--- src/rtl/core/sobel_edge_magnitude_rgb_top_assert.svh ---
// Assertion macros shared by the edge magnitude design.
`ifndef SOBEL_EDGE_MAGNITUDE_RGB_TOP_ASSERT_SVH
`define SOBEL_EDGE_MAGNITUDE_RGB_TOP_ASSERT_SVH

// The consequent must hold in the same cycle as the antecedent.
`define SEM_ASSERT_SAME(label, clk, rst_n, ante, cons) \
    label: assert property (@(posedge clk) disable iff (!rst_n) (ante) |-> (cons)) \
        else $error("Assertion failed in edge magnitude block.");

// The consequent must hold in the cycle after the antecedent.
`define SEM_ASSERT_NEXT(label, clk, rst_n, ante, cons) \
    label: assert property (@(posedge clk) disable iff (!rst_n) (ante) |=> (cons)) \
        else $error("Assertion failed in edge magnitude block.");

`endif

--- src/rtl/core/sem_pkg.sv ---
`timescale 1ns / 1ps

package sem_pkg;

    localparam int CH_W   = 8;
    localparam int PIX_W  = 24;
    localparam int SUM_W  = 21;
    localparam int CFG_W  = 12;
    localparam int ROW_W  = 12;
    localparam logic [SUM_W-1:0] SAT_LIMIT = 21'd65280;

    localparam logic REG_IMAGE_WIDTH  = 1'b0;
    localparam logic REG_IMAGE_HEIGHT = 1'b1;

    typedef logic [PIX_W-1:0] pix_t;
    typedef logic [8:0][CH_W-1:0] chan_win_t;

    typedef struct packed {
        logic             start;
        logic [SUM_W-1:0] sum;
    } root_req_t;

    typedef enum logic [2:0] {
        ST_IDLE,
        ST_WIN,
        ST_SHIFT,
        ST_GRAD,
        ST_ROOT,
        ST_EMIT
    } state_t;

endpackage

--- src/rtl/core/sem_root.sv ---
`timescale 1ns / 1ps

module sem_root (
    input  logic                        clk,
    input  logic                        rst_n,
    input  sem_pkg::root_req_t          req,
    output logic                        done,
    output logic [sem_pkg::CH_W-1:0]    result
);

    logic [sem_pkg::SUM_W-1:0] s_reg;
    logic [sem_pkg::CH_W-1:0]  m_reg;
    logic [sem_pkg::CH_W-1:0]  m_next;
    logic [2:0]                k_reg;
    logic                      busy_reg;
    logic                      done_reg;
    logic [sem_pkg::CH_W-1:0]  trial;
    logic [16:0]               t;

    always_comb
    begin
        trial  = m_reg | (8'd1 << k_reg);
        t      = 17'(trial) * 17'(trial) + 17'(trial);
        m_next = (sem_pkg::SUM_W'(t) < s_reg) ? trial : m_reg;
    end

    always_ff @(posedge clk or negedge rst_n)
    begin
        if (!rst_n)
        begin
            busy_reg <= 1'b0;
            done_reg <= 1'b0;
            k_reg    <= 3'd7;
        end
        else
        begin
            done_reg <= busy_reg && (k_reg == 3'd0);
            if (req.start)
            begin
                busy_reg <= 1'b1;
                k_reg    <= 3'd7;
            end
            else if (busy_reg)
            begin
                k_reg <= k_reg - 3'd1;
                if (k_reg == 3'd0)
                begin
                    busy_reg <= 1'b0;
                end
            end
        end
    end

    always_ff @(posedge clk)
    begin
        if (req.start)
        begin
            s_reg <= req.sum;
            m_reg <= '0;
        end
        else if (busy_reg)
        begin
            m_reg <= m_next;
        end
    end

    assign done   = done_reg;
    assign result = (s_reg > sem_pkg::SAT_LIMIT) ? 8'd255 :
                    (s_reg == '0) ? 8'd0 : m_reg + 8'd1;

endmodule

--- config.mk ---
export PLATFORM = sky130hd
export DESIGN_NAME = sem_root
export DESIGN_NICKNAME = d
export VERILOG_FILES = /design/src/rtl/core/sobel_edge_magnitude_rgb_top_assert.svh /design/src/rtl/core/sem_pkg.sv /design/src/rtl/core/sem_root.sv
export SDC_FILE = /design/constraint.sdc
export NUM_CORES = 1
export LEC_CHECK = 0
export BUFFER_PORTS_ARGS = -buffer_cell sky130_fd_sc_hd__buf_2
export CORE_MARGIN = 8
export CORE_UTILIZATION = 57
export CTS_BUF_LIST = sky130_fd_sc_hd__clkbuf_4 sky130_fd_sc_hd__clkbuf_8
export DETAILED_ROUTE_END_ITERATION = 16
export PLACE_DENSITY = 0.89
export SYNTH_ARGS = -nofsm -noshare
export SYNTH_HDL_FRONTEND = slang
export SYNTH_SLANG_ARGS = --single-unit
--- constraint.sdc ---
create_clock -name clk -period 5.65 [get_ports clk]
set_input_delay 0.8475 -clock clk [delete_from_list [all_inputs] [get_ports clk]]
set_output_delay 0.8475 -clock clk [all_outputs]
set_load 0.1 [all_outputs]
* Word-level counts from Yosys, hierarchy flattened
Cells that the tools add are included.
** Word-level totals
- Bits of input ports :: 24
- Output and inout bits :: 9
- Register bits after elaboration :: 34
** Cells by class
- Bitwise logic cells :: 1
- Order comparisons :: 2
- Reductions and logical operators :: 5
- Shift-type cells :: 1
- $add $sub $neg :: 3
- Muxes and demuxes :: 7
- Multipliers :: 1
** Operator list (number)
- $gt 21x16->1 const B :: 1
- $logic_not 21->1 :: 1
- $lt 17x21->1 :: 1
- $add 16x8->17 :: 1
- $mul 8x8->16 :: 1
- $mux 8 :: 2
- $add 8x1->8 const B :: 1
- $or 8x8->8 :: 1
- $shl 1x3->8 const A :: 1
- $mux 3 :: 2
- $logic_not 3->1 :: 1
- $mux 1 :: 3
- $sub 3x1->3 const B :: 1
- $reduce_and 2->1 :: 1
- $reduce_bool 2->1 :: 1
- $logic_and 1x1->1 :: 1

* Longest topological paths before layout
- Depth after elaboration :: 6
- Mapped depth :: 26

* Worst setup path after synthesis
No wires, ideal clock.
- Path type :: register to register
- From :: reg k_reg[0]
- To :: reg m_reg[0] in the netlist's numbering
- Stages on the path, launching flop included :: 25
- Period minus slack after synthesis :: 6.134 ns
- Data arrival time :: 6.041 ns
- Setup slack :: -0.484 ns
- Cell sequence :: dfstp_2 -> inv_1 -> ha_1 -> a21oi_1 -> inv_1 -> nand2_1 -> inv_1 -> fa_1 -> fa_1 -> fa_1 -> inv_1 -> fa_1 -> inv_1 -> ha_1 -> and3_1 -> a221oi_2 -> o31ai_1 -> a21oi_1 -> xnor2_1 -> ha_1 -> a21oi_1 -> a21boi_0 -> o21bai_1 -> nand4b_1 -> o32ai_1
** Between the ends
- Cells in the longest elaborated chain, start to end :: 6
** RTL lines
- from (decl) :: line sem_root.sv:14 : logic [2:0] k_reg;
- from (signal assigned) :: line sem_root.sv:45 : k_reg <= k_reg - 3'd1;
- $shl 1x3->8 (*) :: line sem_root.sv:22 : trial = m_reg | (8'd1 << k_reg);
- $or 8x8->8 (*) :: line sem_root.sv:22
- net trial (one bit) :: line sem_root.sv:17 : logic [sem_pkg::CH_W-1:0] trial;
- $mul 8x8->16 :: line sem_root.sv:23 : t = 17'(trial) * 17'(trial) + 17'(trial);
- $add 16x8->17 (*) :: line sem_root.sv:23
- $lt 17x21->1 (*) :: line sem_root.sv:24 : m_next = (sem_pkg::SUM_W'(t) < s_reg) ? trial : m_reg;
- $reduce_and 2->1 (no source line) (*)
- to (signal assigned) :: line sem_root.sv:63 : m_reg <= m_next;
- to (decl) :: line sem_root.sv:12 : logic [sem_pkg::CH_W-1:0] m_reg;
Mark *: on every way through the listed nets, which the timed path passes. The rest lies on a longest branch.
A chain may end at the register's enable or synchronous reset.

* Final worst setup path
- From :: reg k_reg[1]
- To :: reg m_reg[1] in the netlist's numbering
** Between the ends
- Cells in the longest elaborated chain, start to end :: 6
** RTL lines (line)
- $shl 1x3->8 (*) :: sem_root.sv:22
- $or 8x8->8 (*) :: sem_root.sv:22
- $mul 8x8->16 :: sem_root.sv:23
- $add 16x8->17 :: sem_root.sv:23
- $lt 17x21->1 :: sem_root.sv:24
- $reduce_and 2->1 (no source line)
Every way passes the cells marked *; elsewhere a longest branch is shown, timed or not.

==> flow_summary.yaml <==
floorplan:
  rows: 29
  die_y_um: 97.4
  io_pins: 33
  start_util_pct: 59.1
  die_w_um: 97.4
  die_area_mm2: 0.00948
  core-area_mm2: 0.00639
route:
  drc_errors: 0
  wire_per_inst_um: 21.9
  first_iter_violations: 389
  antenna_left: 0
  vias: 3772
  via_per_inst: 6.31
  routed_wl_um: 13100
  drtPass1Iterations: 6
grt:
  grt_most_used_layer: "met2"
  grt_max_degree: 35
  grt_usage_pct: 23.4
  grt_pass1_wl_um: 18200
  met2_usage_pct: 41.4
  overflow: 0
  met3_usage_pct: 4.41
  antenna_found_initial: 0
  grt_use_met1_pct: 23.9
  grt_pass1_vias: 3911
sta:
  tightest_slew_ns: 0.787
  fmax_mhz: 154
  post-route-period-util_pct: 115
  relSlewSlack_pct: 47.5
  fin_tns_setup_ns: -6.06
  finalWorstSetupSlack_ns: -0.832
  finalMaxSlewViolations: 0
  fin_skew_ns: 0.00337
  hold_ws_ns: 0.364
  min_period_ns: 6.48
  hold_viol_final: 0
  setup_violations: 8
  grt_setup_unrepaired: "true"
yosys:
  yosysTopAreaCell: "ha_1"
  synth_fa_ha_area_share_pct: 35.7
  synth-simple-area-share_pct: 12.2
  syn_area_per_cell_um2: 9.18
  ys_ff_latch: 34
  synth_fp_nets: 523
  synth-xor-area-share_pct: 4.64
  async_flop_share_pct: 14.7
  ys_seq_area_share_pct: 24.4
  synth_compound_area_share_pct: 12.7
  synthCells: 411
  syn-cell-area_mm2: 0.00377
  synth_area_leaders: "ha_1 (18%), fa_1 (18%), edfxtp_1 (17%)"
  synth_top_family_by_area: "adder cells"
  yosys_warnings: 0
  synth-edff-count: 21
  synth_top_area_share_pct: 18.2
  ys_types: 47
  synth_top_flop_cell: "edfxtp_1"
  synthMuxAreaShare_pct: 0
layout:
  syn_to_final_growth_pct: 35.2
  final_nets: 633
  utilization_pct: 79.9
  drive_above_1_share_pct: 36.3
  final_common_cell: "inv_1"
  nFillCells: 312
  n_antenna_cell: 0
  final_cell_mix: "inv_1 (84), buf_4 (67), ha_1 (45), buf_2 (32), fa_1 (30)"
  largest_reg_flops: 21
status:
  status: "complete, but fails checks"
  violations: "setup timing"
placed_design:
  port-buffer-count: 32
  place_congestion: 0.923
  post-dp-hpwl_um: 7620
clocking:
  cts_sinks: 34
  cts_root_buf: "clkbuf_8"
  cts_hold_buffers: 0
  insertion_delay_ns: 0.29
  cts_tree: "yes"
  cts.clk_slew.worst_paths_ns: 0.07
  htreeDepth: 2
  cts_buffer_depth: 2
  numCtsBuffers: 5
pwr:
  peakVddDrop_uv: 423
  power_density_mw_per_mm2: 605
  p_leak_uw: 0.00249
critical_path:
  slowest_stage: "dfstp_2"
  worst_ep_required_time_ns: 5.84
  worst-setup-path-type: "reg2reg"
  worstPathMaxFanout: 8
  critPathMaxStageDelay_ns: 0.62
  cp_top_family: "adder cells"
  critPathArrivalTime_ns: 6.67
  cp.buffers_inverters: 5
  critPathCaptureType: "register"
  crit_top_cell: "a21oi_2"
  worst_setup_path_start_kind: "register"
  path_cells: "buf_4, ha_4, a21oi_2, buf_4, nor2_2, fa_2, fa_2, fa_1, inv_1, fa_1, inv_2, ha_4, or3_4, a221oi_4, o31ai_2, a21oi_2, xnor2_1, ha_1, a21oi_2, a21boi_1, o21bai_1, nand4b_1, buf_6, o32ai_1"
run:
  cap_violations: 0
worst_hold_path:
  hold_path_class: "in2async"
## synthesized netlist by cell type (2+ instances only)
cell,number
nor2_1,30
dfxtp_1,8
and3_1,3
or2_2,2
o21bai_1,3
nand4_1,4
inv_1,100
o21ai_0,18
nor2b_1,2
edfxtp_1,21
o32ai_1,8
a211oi_1,2
nand2_1,22
o31ai_1,4
nand2b_1,4
fa_1,33
clkbuf_1,2
a21oi_1,20
nor4_1,4
dfrtp_1,2
nor3_1,6
ha_1,55
or3_1,2
a21o_1,5
dfstp_2,3
xnor2_1,19
nand3_1,9
## worst paths after layout
kind / from / end / slack (ns) / cells past startpoint
max in group asynchronous: rst_n / k_reg[2] / 5.06 / 1
min: rst_n / busy_reg / 0.36 / 1
max: k_reg[1] / m_reg[1] / -0.83 / 24
min reg2reg: m_reg[7] / m_reg[7] / 0.59 / 2
max reg2reg: k_reg[1] / m_reg[1] / -0.83 / 24
min in group clk: m_reg[7] / m_reg[7] / 0.59 / 2
## repair_timing
action	CTS	global route
setup endpoints to repair	8	8
resized for setup	32	17
cloned	0	0
setup buffers	10	9
pin swaps	33	20
## power breakdown
group / internal, uW / total, uW / switching (uW)
combinational: 1130 / 2540 / 1410
clock: 127 / 216 / 88.4
sequential: 295 / 331 / 35.9
## cells by family (layout without fill, tap and decap cells)
group                      Yosys count  count (layout)
buffers and inverters              104             214
and+or+nand+nor                     93              93
adders and majority gates           88              88
AOI/OAI and AO/OA                   72              72
DFF                                 34              34
xor gates and xnor gates            20              20
## metal layers
metal  share of wire [%]  vias to the layer above
met1                  34                     1758
met2                  49                      318
met4                 7.9                        0
met5                   0                        -
met3                 9.2                      113
li1                    -                     1583
## through the flow
stage	power (uW)	cells	setup slack, ns	cell area (um2)
after floorplan	1710	411	-0.0183	3960
after global placement	2210	572	-0.145	4610
after global routing	3300	598	-1.05	5100
after detailed placement	2320	572	-0.430	4610
final	3090	598	-0.832	5100
after CTS	2770	589	-0.195	4930
## cell type report
| type | instances | area [um2] | share of cell area, % |
|---|---|---|---|
| multi-input cells | 273 | 2840 | 55.7 |
| flip-flops and latches | 34 | 920 | 18.0 |
| repair buffers | 106 | 751 | 14.7 |
| inverters | 101 | 392 | 7.67 |
| well taps | 77 | 96.3 | 1.89 |
| clock buffers | 5 | 68.8 | 1.35 |
| clock inverters | 2 | 33.8 | 0.662 |
No activity file was read; power rests on OpenSTA's default activity.
