`config.mk`:
```
export PLATFORM = sky130hd
export DESIGN_NAME = sem_grad
export DESIGN_NICKNAME = d
export VERILOG_FILES = /design/src/rtl/core/sobel_edge_magnitude_rgb_top_assert.svh /design/src/rtl/core/sem_pkg.sv /design/src/rtl/core/sem_grad.sv
export SDC_FILE = /design/constraint.sdc
export NUM_CORES = 1
export LEC_CHECK = 0
export ABC_AREA = 1
export BUFFER_PORTS_ARGS = -buffer_cell sky130_fd_sc_hd__buf_2
export CORE_MARGIN = 2
export CORE_UTILIZATION = 40
export DETAILED_ROUTE_END_ITERATION = 10
export PLACE_DENSITY_LB_ADDON = 0.05
export SLEW_MARGIN = 40
export SYNTH_ARGS = -nofsm -noshare
export SYNTH_HDL_FRONTEND = slang
export SYNTH_SLANG_ARGS = --single-unit
```
`constraint.sdc`:
```
create_clock -name vclk -period 10.5
set_input_delay 0.525 -clock vclk [all_inputs]
set_output_delay 0.525 -clock vclk [all_outputs]
set_load 0.1 [all_outputs]
```
`src/rtl/core/sobel_edge_magnitude_rgb_top_assert.svh`:
```
// Assertion macros shared by the edge magnitude design.
`ifndef SOBEL_EDGE_MAGNITUDE_RGB_TOP_ASSERT_SVH
`define SOBEL_EDGE_MAGNITUDE_RGB_TOP_ASSERT_SVH

// The consequent must hold in the same cycle as the antecedent.
`define SEM_ASSERT_SAME(label, clk, rst_n, ante, cons) \
    label: assert property (@(posedge clk) disable iff (!rst_n) (ante) |-> (cons)) \
        else $error("Assertion failed in edge magnitude block.");

// The consequent must hold in the cycle after the antecedent.
`define SEM_ASSERT_NEXT(label, clk, rst_n, ante, cons) \
    label: assert property (@(posedge clk) disable iff (!rst_n) (ante) |=> (cons)) \
        else $error("Assertion failed in edge magnitude block.");

`endif

```
`src/rtl/core/sem_pkg.sv`:
```
`timescale 1ns / 1ps

package sem_pkg;

    localparam int CH_W   = 8;
    localparam int PIX_W  = 24;
    localparam int SUM_W  = 21;
    localparam int CFG_W  = 12;
    localparam int ROW_W  = 12;
    localparam logic [SUM_W-1:0] SAT_LIMIT = 21'd65280;

    localparam logic REG_IMAGE_WIDTH  = 1'b0;
    localparam logic REG_IMAGE_HEIGHT = 1'b1;

    typedef logic [PIX_W-1:0] pix_t;
    typedef logic [8:0][CH_W-1:0] chan_win_t;

    typedef struct packed {
        logic             start;
        logic [SUM_W-1:0] sum;
    } root_req_t;

    typedef enum logic [2:0] {
        ST_IDLE,
        ST_WIN,
        ST_SHIFT,
        ST_GRAD,
        ST_ROOT,
        ST_EMIT
    } state_t;

endpackage

```
`src/rtl/core/sem_grad.sv`:
```
`timescale 1ns / 1ps

module sem_grad (
    input  sem_pkg::chan_win_t          v,
    output logic [sem_pkg::SUM_W-1:0]   sum
);

    logic signed [11:0] e [9];
    logic signed [11:0] gx;
    logic signed [11:0] gy;
    logic signed [23:0] sq_x;
    logic signed [23:0] sq_y;

    always_comb
    begin
        for (int i = 0; i < 9; i++)
        begin
            e[i] = $signed({4'b0000, v[i]});
        end
        gx = -e[0] + e[2] - (e[3] <<< 1) + (e[5] <<< 1) - e[6] + e[8];
        gy = -e[0] - (e[1] <<< 1) - e[2] + e[6] + (e[7] <<< 1) + e[8];
        sq_x = gx * gx;
        sq_y = gy * gy;
        sum = sq_x[sem_pkg::SUM_W-1:0] + sq_y[sem_pkg::SUM_W-1:0];
    end

endmodule

```
Yosys cells after proc, flatten, opt, wreduce, memory -nomap -nowiden
Index checks and enable logic that the tools add are counted.
{"block": "totals", "reg_bits": 0, "input_bits": 72, "output_inout_bits": 21, "wordCells": 14}
{"block": "op_classes", "addsub": 12, "n_mul": 2}
{"operator": "$add A12 B9 Y12", "count": 4}
{"operator": "$mul A12 B12 Y21", "count": 2}
{"operator": "$add A12 B10 Y12", "count": 2}
{"operator": "$sub A12 B10 Y12", "count": 2}
{"operator": "$sub A12 B9 Y12", "count": 2}
{"operator": "$add A21 B21 Y21", "count": 1}
{"operator": "$neg A8 Y12", "count": 1}

Logic depth before layout (Yosys ltp)
Gate-level depths: netlist of run 1.
{"block": "depth", "depth_word": 8, "ltp_mapped": 49, "mapped_depth_nobuf": 49}

Worst setup path after synthesis of run 1
No wires, ideal clock.
{"block": "synth_path", "path_type": "input port to output port", "from": "in v[0] (netlist name)", "to": "out sum[18] (netlist name)", "arrival_time_ns": 10.459, "required_ns": 9.975, "setup_slack_ns": -0.484, "stages": 36, "path_buffers": 0, "cell_sequence": "inv_1 -> ha_1 -> nand3_1 -> xor2_1 -> fa_1 -> fa_1 -> inv_1 -> fa_1 -> inv_1 -> ha_1 -> a21oi_1 -> nand2_1 -> a21oi_1 -> xnor2_1 -> clkinv_1 -> nor2_1 -> fa_1 -> fa_1 -> inv_1 -> fa_1 -> inv_1 -> fa_1 -> fa_1 -> inv_1 -> fa_1 -> inv_1 -> fa_1 -> ha_1 -> a21oi_1 -> o21a_1 -> nand2_1 -> a21oi_1 -> o21ai_1 -> a21boi_0 -> o21ai_1 -> xor2_1"}
{"block": "synth_via", "elab_chain_cells": 8, "word_cells_on_any_way": 14, "classes_between": "12 x add/sub; 2 x mul"}
{"item": "start: declaration", "line_no": "sem_grad.sv:4", "rtl": "input sem_pkg::chan_win_t v,"}
{"item": "$neg A8 Y12 (*)", "line_no": "sem_grad.sv:20, sem_grad.sv:21"}
{"item": "$add A12 B9 Y12 / $sub A12 B10 Y12 (equally long branches)", "line_no": "sem_grad.sv:20, sem_grad.sv:21"}
{"item": "$sub A12 B10 Y12 / $sub A12 B9 Y12 (equally long branches)", "line_no": "sem_grad.sv:20, sem_grad.sv:21"}
{"item": "$add A12 B10 Y12 / $add A12 B9 Y12 (equally long branches)", "line_no": "sem_grad.sv:20, sem_grad.sv:21"}
{"item": "$sub A12 B9 Y12 / $add A12 B10 Y12 (equally long branches)", "line_no": "sem_grad.sv:20, sem_grad.sv:21"}
{"item": "$add A12 B9 Y12 (on tied branches)", "line_no": "sem_grad.sv:20, sem_grad.sv:21"}
{"item": "$mul A12 B12 Y21 (on tied branches)", "line_no": "sem_grad.sv:22, sem_grad.sv:23"}
{"item": "$add A21 B21 Y21 (*)", "line_no": "sem_grad.sv:24", "rtl": "sum = sq_x[sem_pkg::SUM_W-1:0] + sq_y[sem_pkg::SUM_W-1:0];"}
{"item": "end: declaration", "line_no": "sem_grad.sv:5", "rtl": "output logic [sem_pkg::SUM_W-1:0] sum"}
Every way passes the cells marked *; elsewhere a longest branch is shown, timed or not.

Worst setup path after layout of run 1
{"block": "layout_path", "from": "in v[1] (netlist name)", "to": "out sum[16] (netlist name)"}
The elaborated chain is that of the path after synthesis.

==> metrics, run 1 <==
Ant. Diodes 0; total iterations of the first detailed-routing run 5; CP endpoint kind output port; wire per inst 13.6 um; fillers 2872; chip width 176 um; Hold WC Path Type input pin to output port; final net count 2201; Hold Slack 2060 ps; GP Congestion 0.873; Die Ht 176 um; Syn Nets 1923; final setup vio count 0; Mean Syn Cell Area 8.30 sq um; sequential fraction of the synthesis area 0; I/O pins 93; Max FO, Critical Path 4; Die Area 31100 sq um; post-route minimum period 10180 ps; total of max-cap violations 0; P&R area growth vs syn 27.5%; DR vias/cell 4.39; Placed Cells 2087; Critical Path RT 9980 ps; delay of the slowest critical-path stage 570 ps; vias in the first global route 10.2k; Cell Count, Final, Fillers Out 2096; Synth Warn # 0; status complete, no violations; Max Fclk 0.0982 GHz; grt ovf 0; Slew Limit Fails 0; Final period util 0.970; Routed Antenna Nets 0; first-pass GRT wire length 49300 um; Bufs and invs on worst path 16; HPWL Detailed 26500 um; largest net degree at the start of global routing 13; critical path launch point type input pin; initial antenna violation count 0; WL final 28400 um; Max-slew headroom 0.671; Reg area 0 sq um; slowest stage cell, crit path fa_1; most frequent CP cell fa_1; Least-Margin Pin Slew 496 ps; Synth cell types 37; row cnt 63; All-Layer GR Usage 0.200; core area 29400 sq um; final setup margin 316 ps; Starting DRT DRC Count 222; CP Class input pin to output port; DRC viols 0; final core occ 0.514; Top Family by Delay on Critical Path adder cells; Port-buffer cells 85; cts hold-fix bufs 0; FFs & Latches 0; mapped cell area 11900 sq um; Place WS -315 ps; share of cells above drive strength 1 0.252; routed vias 9191; clock buffers 0; Mapped Cells 1430; RSZ-0062 raised after global routing true; CP arrival 9660 ps; Final Hold Viols 0; Initial Util 0.403
==> worst paths after layout <==
check	startpoint	end	slack [ps]	cells after the start
worst max-delay path	v[1]	sum[16]	320	45
worst min-delay path	v[49]	sum[0]	2060	4
==> layout by cell type (no fill, tap or decap), types with 16 or more instances in the layout <==
master	count
nand2_2	21
inv_2	17
nand3_1	43
nand2_1	151
nor2_2	18
buf_4	184
buf_12	16
fa_1	297
inv_1	502
ha_1	100
buf_2	71
nor2_1	107
==> area by class of cell <==
class                      count  area (sq um)  area share
multi-input combinational    893         10400       0.690
timing repair buffer         282          2190       0.145
inverter                     531          2010       0.133
tap                          390           488      0.0323
==> stage by stage <==
stage	area [sq um]	TNS, ps
2_1_floorplan	11900	-108
3_3_place_gp	14400	-503
3_5_place_dp	14400	-935
4_1_cts	14500	0
5_1_grt	15100	-310
6_report	15100	0
==> per-layer routing <==
metal,vias up,track usage,wire length [um]
met5,-,0,0
met4,0,0.0183,429
met3,19,0.00926,758
met2,95,0.365,14400
met1,4509,0.272,12800
li1,4568,-,-
==> Yosys cell counts (4+ instances only) <==
cell type,number,area (sq um)
inv_1,519,1950
fa_1,305,6110
nand2_1,165,619
nor2_1,130,488
ha_1,116,1450
nand3_1,49,245
a21oi_1,28,140
xor2_1,22,193
xnor2_1,16,140
nand2_2,11,68.8
clkinv_1,9,33.8
o21ai_0,6,30.0
a31oi_1,4,25.0
nand3b_1,4,30.0
==> repair_timing <==
item,4_1_cts,5_1_grt
endpoints found under the setup margin,6,9
gates resized for setup,29,127
buffers inserted,5,7
pin swaps,19,62
==> cell families after synthesis <==
| family | after synthesis | synth area share |
|---|---|---|
| xor gates and xnor gates | 38 | 0.0281 |
| adders and majority gates | 421 | 0.637 |
| AOI/OAI and AO/OA | 52 | 0.0252 |
| and+or+nand+nor | 382 | 0.139 |
| buffers and inverters | 537 | 0.170 |
Power of run 1 is left out: the tool's default activity adds up to more than one toggle a clock period on the data nets, which glitch-free logic cannot reach.
==> inputs of run 2 (changes only) <==
- PLACE_DENSITY: not set -> 0.6
- PLACE_DENSITY_LB_ADDON: 0.05 -> not set
==> metrics, run 2 (same netlist as run 1, synthesis figures left out) <==
final setup vio count 0; All-Layer GR Usage 0.194; CP Class input pin to output port; largest net degree at the start of global routing 13; final core occ 0.507; Max Fclk 0.0975 GHz; Worst Hold Path EP sum[0]; DR vias/cell 4.54; wire per inst 13.5 um; P&R area growth vs syn 25.8%; FFs & Latches 0; Ant. Diodes 0; Final period util 0.977; WL final 27900 um; Final Hold Viols 0; row cnt 63; status complete, no violations; most frequent CP cell fa_1; Least-Margin Pin Slew 493 ps; HPWL Detailed 25600 um; grt ovf 0; Reg area 0 sq um; Max FO, Critical Path 4; clock buffers 0; CP arrival 9730 ps; Die Area 31100 sq um; Slew Limit Fails 0; slowest stage cell, crit path fa_1; Critical Path RT 9980 ps; delay of the slowest critical-path stage 530 ps; total of max-cap violations 0; commonest cells after routing, fill and taps aside 499 x inv_1, 297 x fa_1, 156 x buf_4; post-route minimum period 10250 ps; Hold WC Path Type input pin to output port; critical path launch point type input pin; most common cell after layout, fill and taps aside inv_1; chip width 176 um; final net count 2173; CP endpoint kind output port; Max-slew headroom 0.674; RSZ-0062 raised after global routing true; GP Congestion 0.895; setup TNS 0 ps; vias in the first global route 10.6k; core area 29400 sq um; initial antenna violation count 0; share of cells above drive strength 1 0.243; DRC viols 0; routed vias 9387; Starting DRT DRC Count 318; Min-Delay Path Depth 4; Port-buffer cells 85; first-pass GRT wire length 48700 um; HP Start v[49]; Routed Antenna Nets 0; total iterations of the first detailed-routing run 5; I/O pins 93; Initial Util 0.403; Die Ht 176 um
## run 2: final cells by class
cell class / instances / area (sq um)
Fill cell: 2799 / 14500
Multi-Input combinational cell: 893 / 10500
Inverter: 531 / 2010
Timing Repair Buffer: 254 / 1950
Tap cell: 390 / 488
## run 2: worst max-delay path by stage
stage	from	cells after the start	slack, ps	end
2_1_floorplan	v[0]	36	-110	sum[18]
3_3_place_gp	v[0]	46	-130	sum[18]
3_5_place_dp	v[0]	46	-260	sum[20]
4_1_cts	v[5]	42	1	sum[20]
5_1_grt	v[3]	43	-90	sum[18]
6_report	v[0]	46	250	sum[16]
## run 2: critical path: cells and delay by family
family	cells	cell delay, ps
simple gates	6	470
fa+ha+maj	12	5420
xor+xnor	2	280
compound gates	7	1090
buf+inv	19	1910
## run 2: stage by stage
stage | setup WS [ps] | hold WS [ps] | cells | instance area, sq um
2_1_floorplan | -108 | 1820 | 1430 | 11900
3_3_place_gp | -134 | 2050 | 2056 | 14200
3_5_place_dp | -259 | 2030 | 2056 | 14200
4_1_cts | 1.49 | 2050 | 2059 | 14300
5_1_grt | -94.1 | 2080 | 2068 | 14900
6_report | 245 | 2060 | 2068 | 14900
## run 2: timing repair
item,CTS,global route
hold buffers,0,0
endpoints found under the hold margin,0,0
endpoints found under the setup margin,6,10
pin swaps,15,55
setup buffers,3,12
gates resized for setup,23,142
## run 2: routing by layer
layer / wire [um] / up-vias / track usage
met5: 0 / - / 0
met4: 750 / 0 / 0.0448
met3: 1140 / 34 / 0.0192
met2: 14600 / 154 / 0.358
met1: 11500 / 4683 / 0.244
li1: - / 4516 / -
Power of run 2 is left out for the same reason.
==> inputs of run 3 (changes only) <==
- REMOVE_ABC_BUFFERS: not set -> 1
==> metrics, run 3 (same netlist as run 1, synthesis figures left out) <==
HPWL Detailed 25000 um; total of max-cap violations 0; Hold WC Path Type input pin to output port; Initial Util 0.403; Starting DRT DRC Count 333; CP endpoint kind output port; DRC viols 0; Die Ht 176 um; Critical Path RT 9980 ps; Port-buffer cells 85; FFs & Latches 0; All-Layer GR Usage 0.193; Least-Margin Pin Slew 537 ps; cts hold-fix bufs 0; Ant. Diodes 0; Reg area 0 sq um; first-pass GRT wire length 48400 um; CP Depth 49; most frequent CP cell fa_1; initial antenna violation count 0; vias in the first global route 10.4k; GP Congestion 0.887; final setup margin 346 ps; Place WS -269 ps; final setup vio count 0; critical path launch point type input pin; RSZ-0062 raised after global routing true; grt ovf 0; Top Family by Delay on Critical Path adder cells; CP arrival 9630 ps; P&R area growth vs syn 25.7%; Max FO, Critical Path 4; CP Class input pin to output port; chip width 176 um; Die Area 31100 sq um; largest net degree at the start of global routing 18; WL final 27400 um; status complete, no violations; Routed Antenna Nets 0; post-route minimum period 10150 ps; Bufs and invs on worst path 18; commonest cells after routing, fill and taps aside 495 x inv_1, 298 x fa_1, 157 x buf_4; slowest stage cell, crit path fa_1; Slew Limit Fails 0; I/O pins 93; final net count 2172; routed vias 9260; total iterations of the first detailed-routing run 4; Min-Delay Path Depth 4; delay of the slowest critical-path stage 570 ps; Max-slew headroom 0.640; most common cell after layout, fill and taps aside inv_1; Final Hold Viols 0; setup TNS 0 ps; fillers 2796; row cnt 63; wire per inst 13.3 um; core area 29400 sq um; Max Fclk 0.0985 GHz; clock buffers 0; share of cells above drive strength 1 0.248; DR vias/cell 4.48; Final period util 0.967
==> run 3: per-stage QoR <==
stage / area (sq um) / instances / hold WS (ps) / utilization
after floorplan: 11800 / 1424 / 1820 / -
after global placement: 14000 / 2045 / 2030 / 0.477
after detailed placement: 14000 / 2045 / 2030 / 0.477
after CTS: 14100 / 2045 / 2040 / 0.479
after global routing: 14900 / 2067 / 2060 / 0.507
final: 14900 / 2067 / 2030 / 0.507
==> run 3: metal layers <==
layer / routed length [um] / GRT usage / vias to the layer above
met5: 0 / 0 / -
met4: 402 / 0.0258 / 0
met3: 811 / 0.0112 / 19
met2: 14500 / 0.362 / 128
met1: 11700 / 0.251 / 4597
li1: - / - / 4516
==> run 3: repair_timing <==
item,CTS,global route
pin swaps,2,64
gates resized for setup,15,167
buffers inserted,0,22
setup endpoints to repair,8,10
==> run 3: worst min-delay path, delay by kind of cell <==
family,cells,cell delay [ps]
adders and majority gates,2,560
buffers and inverters,2,410
==> run 3: area by class of cell <==
class | count | area [sq um] | share of cell area
multi-input combinational | 893 | 10500 | 0.703
inverter | 531 | 2010 | 0.135
timing repair buffer | 253 | 1940 | 0.130
tap | 390 | 488 | 0.0327
==> run 3: worst paths after layout <==
path / from / to / slack [ps]
worst min-delay path: v[49] / sum[0] / 2030
worst max-delay path: v[0] / sum[18] / 350
Power of run 3 is left out for the same reason.
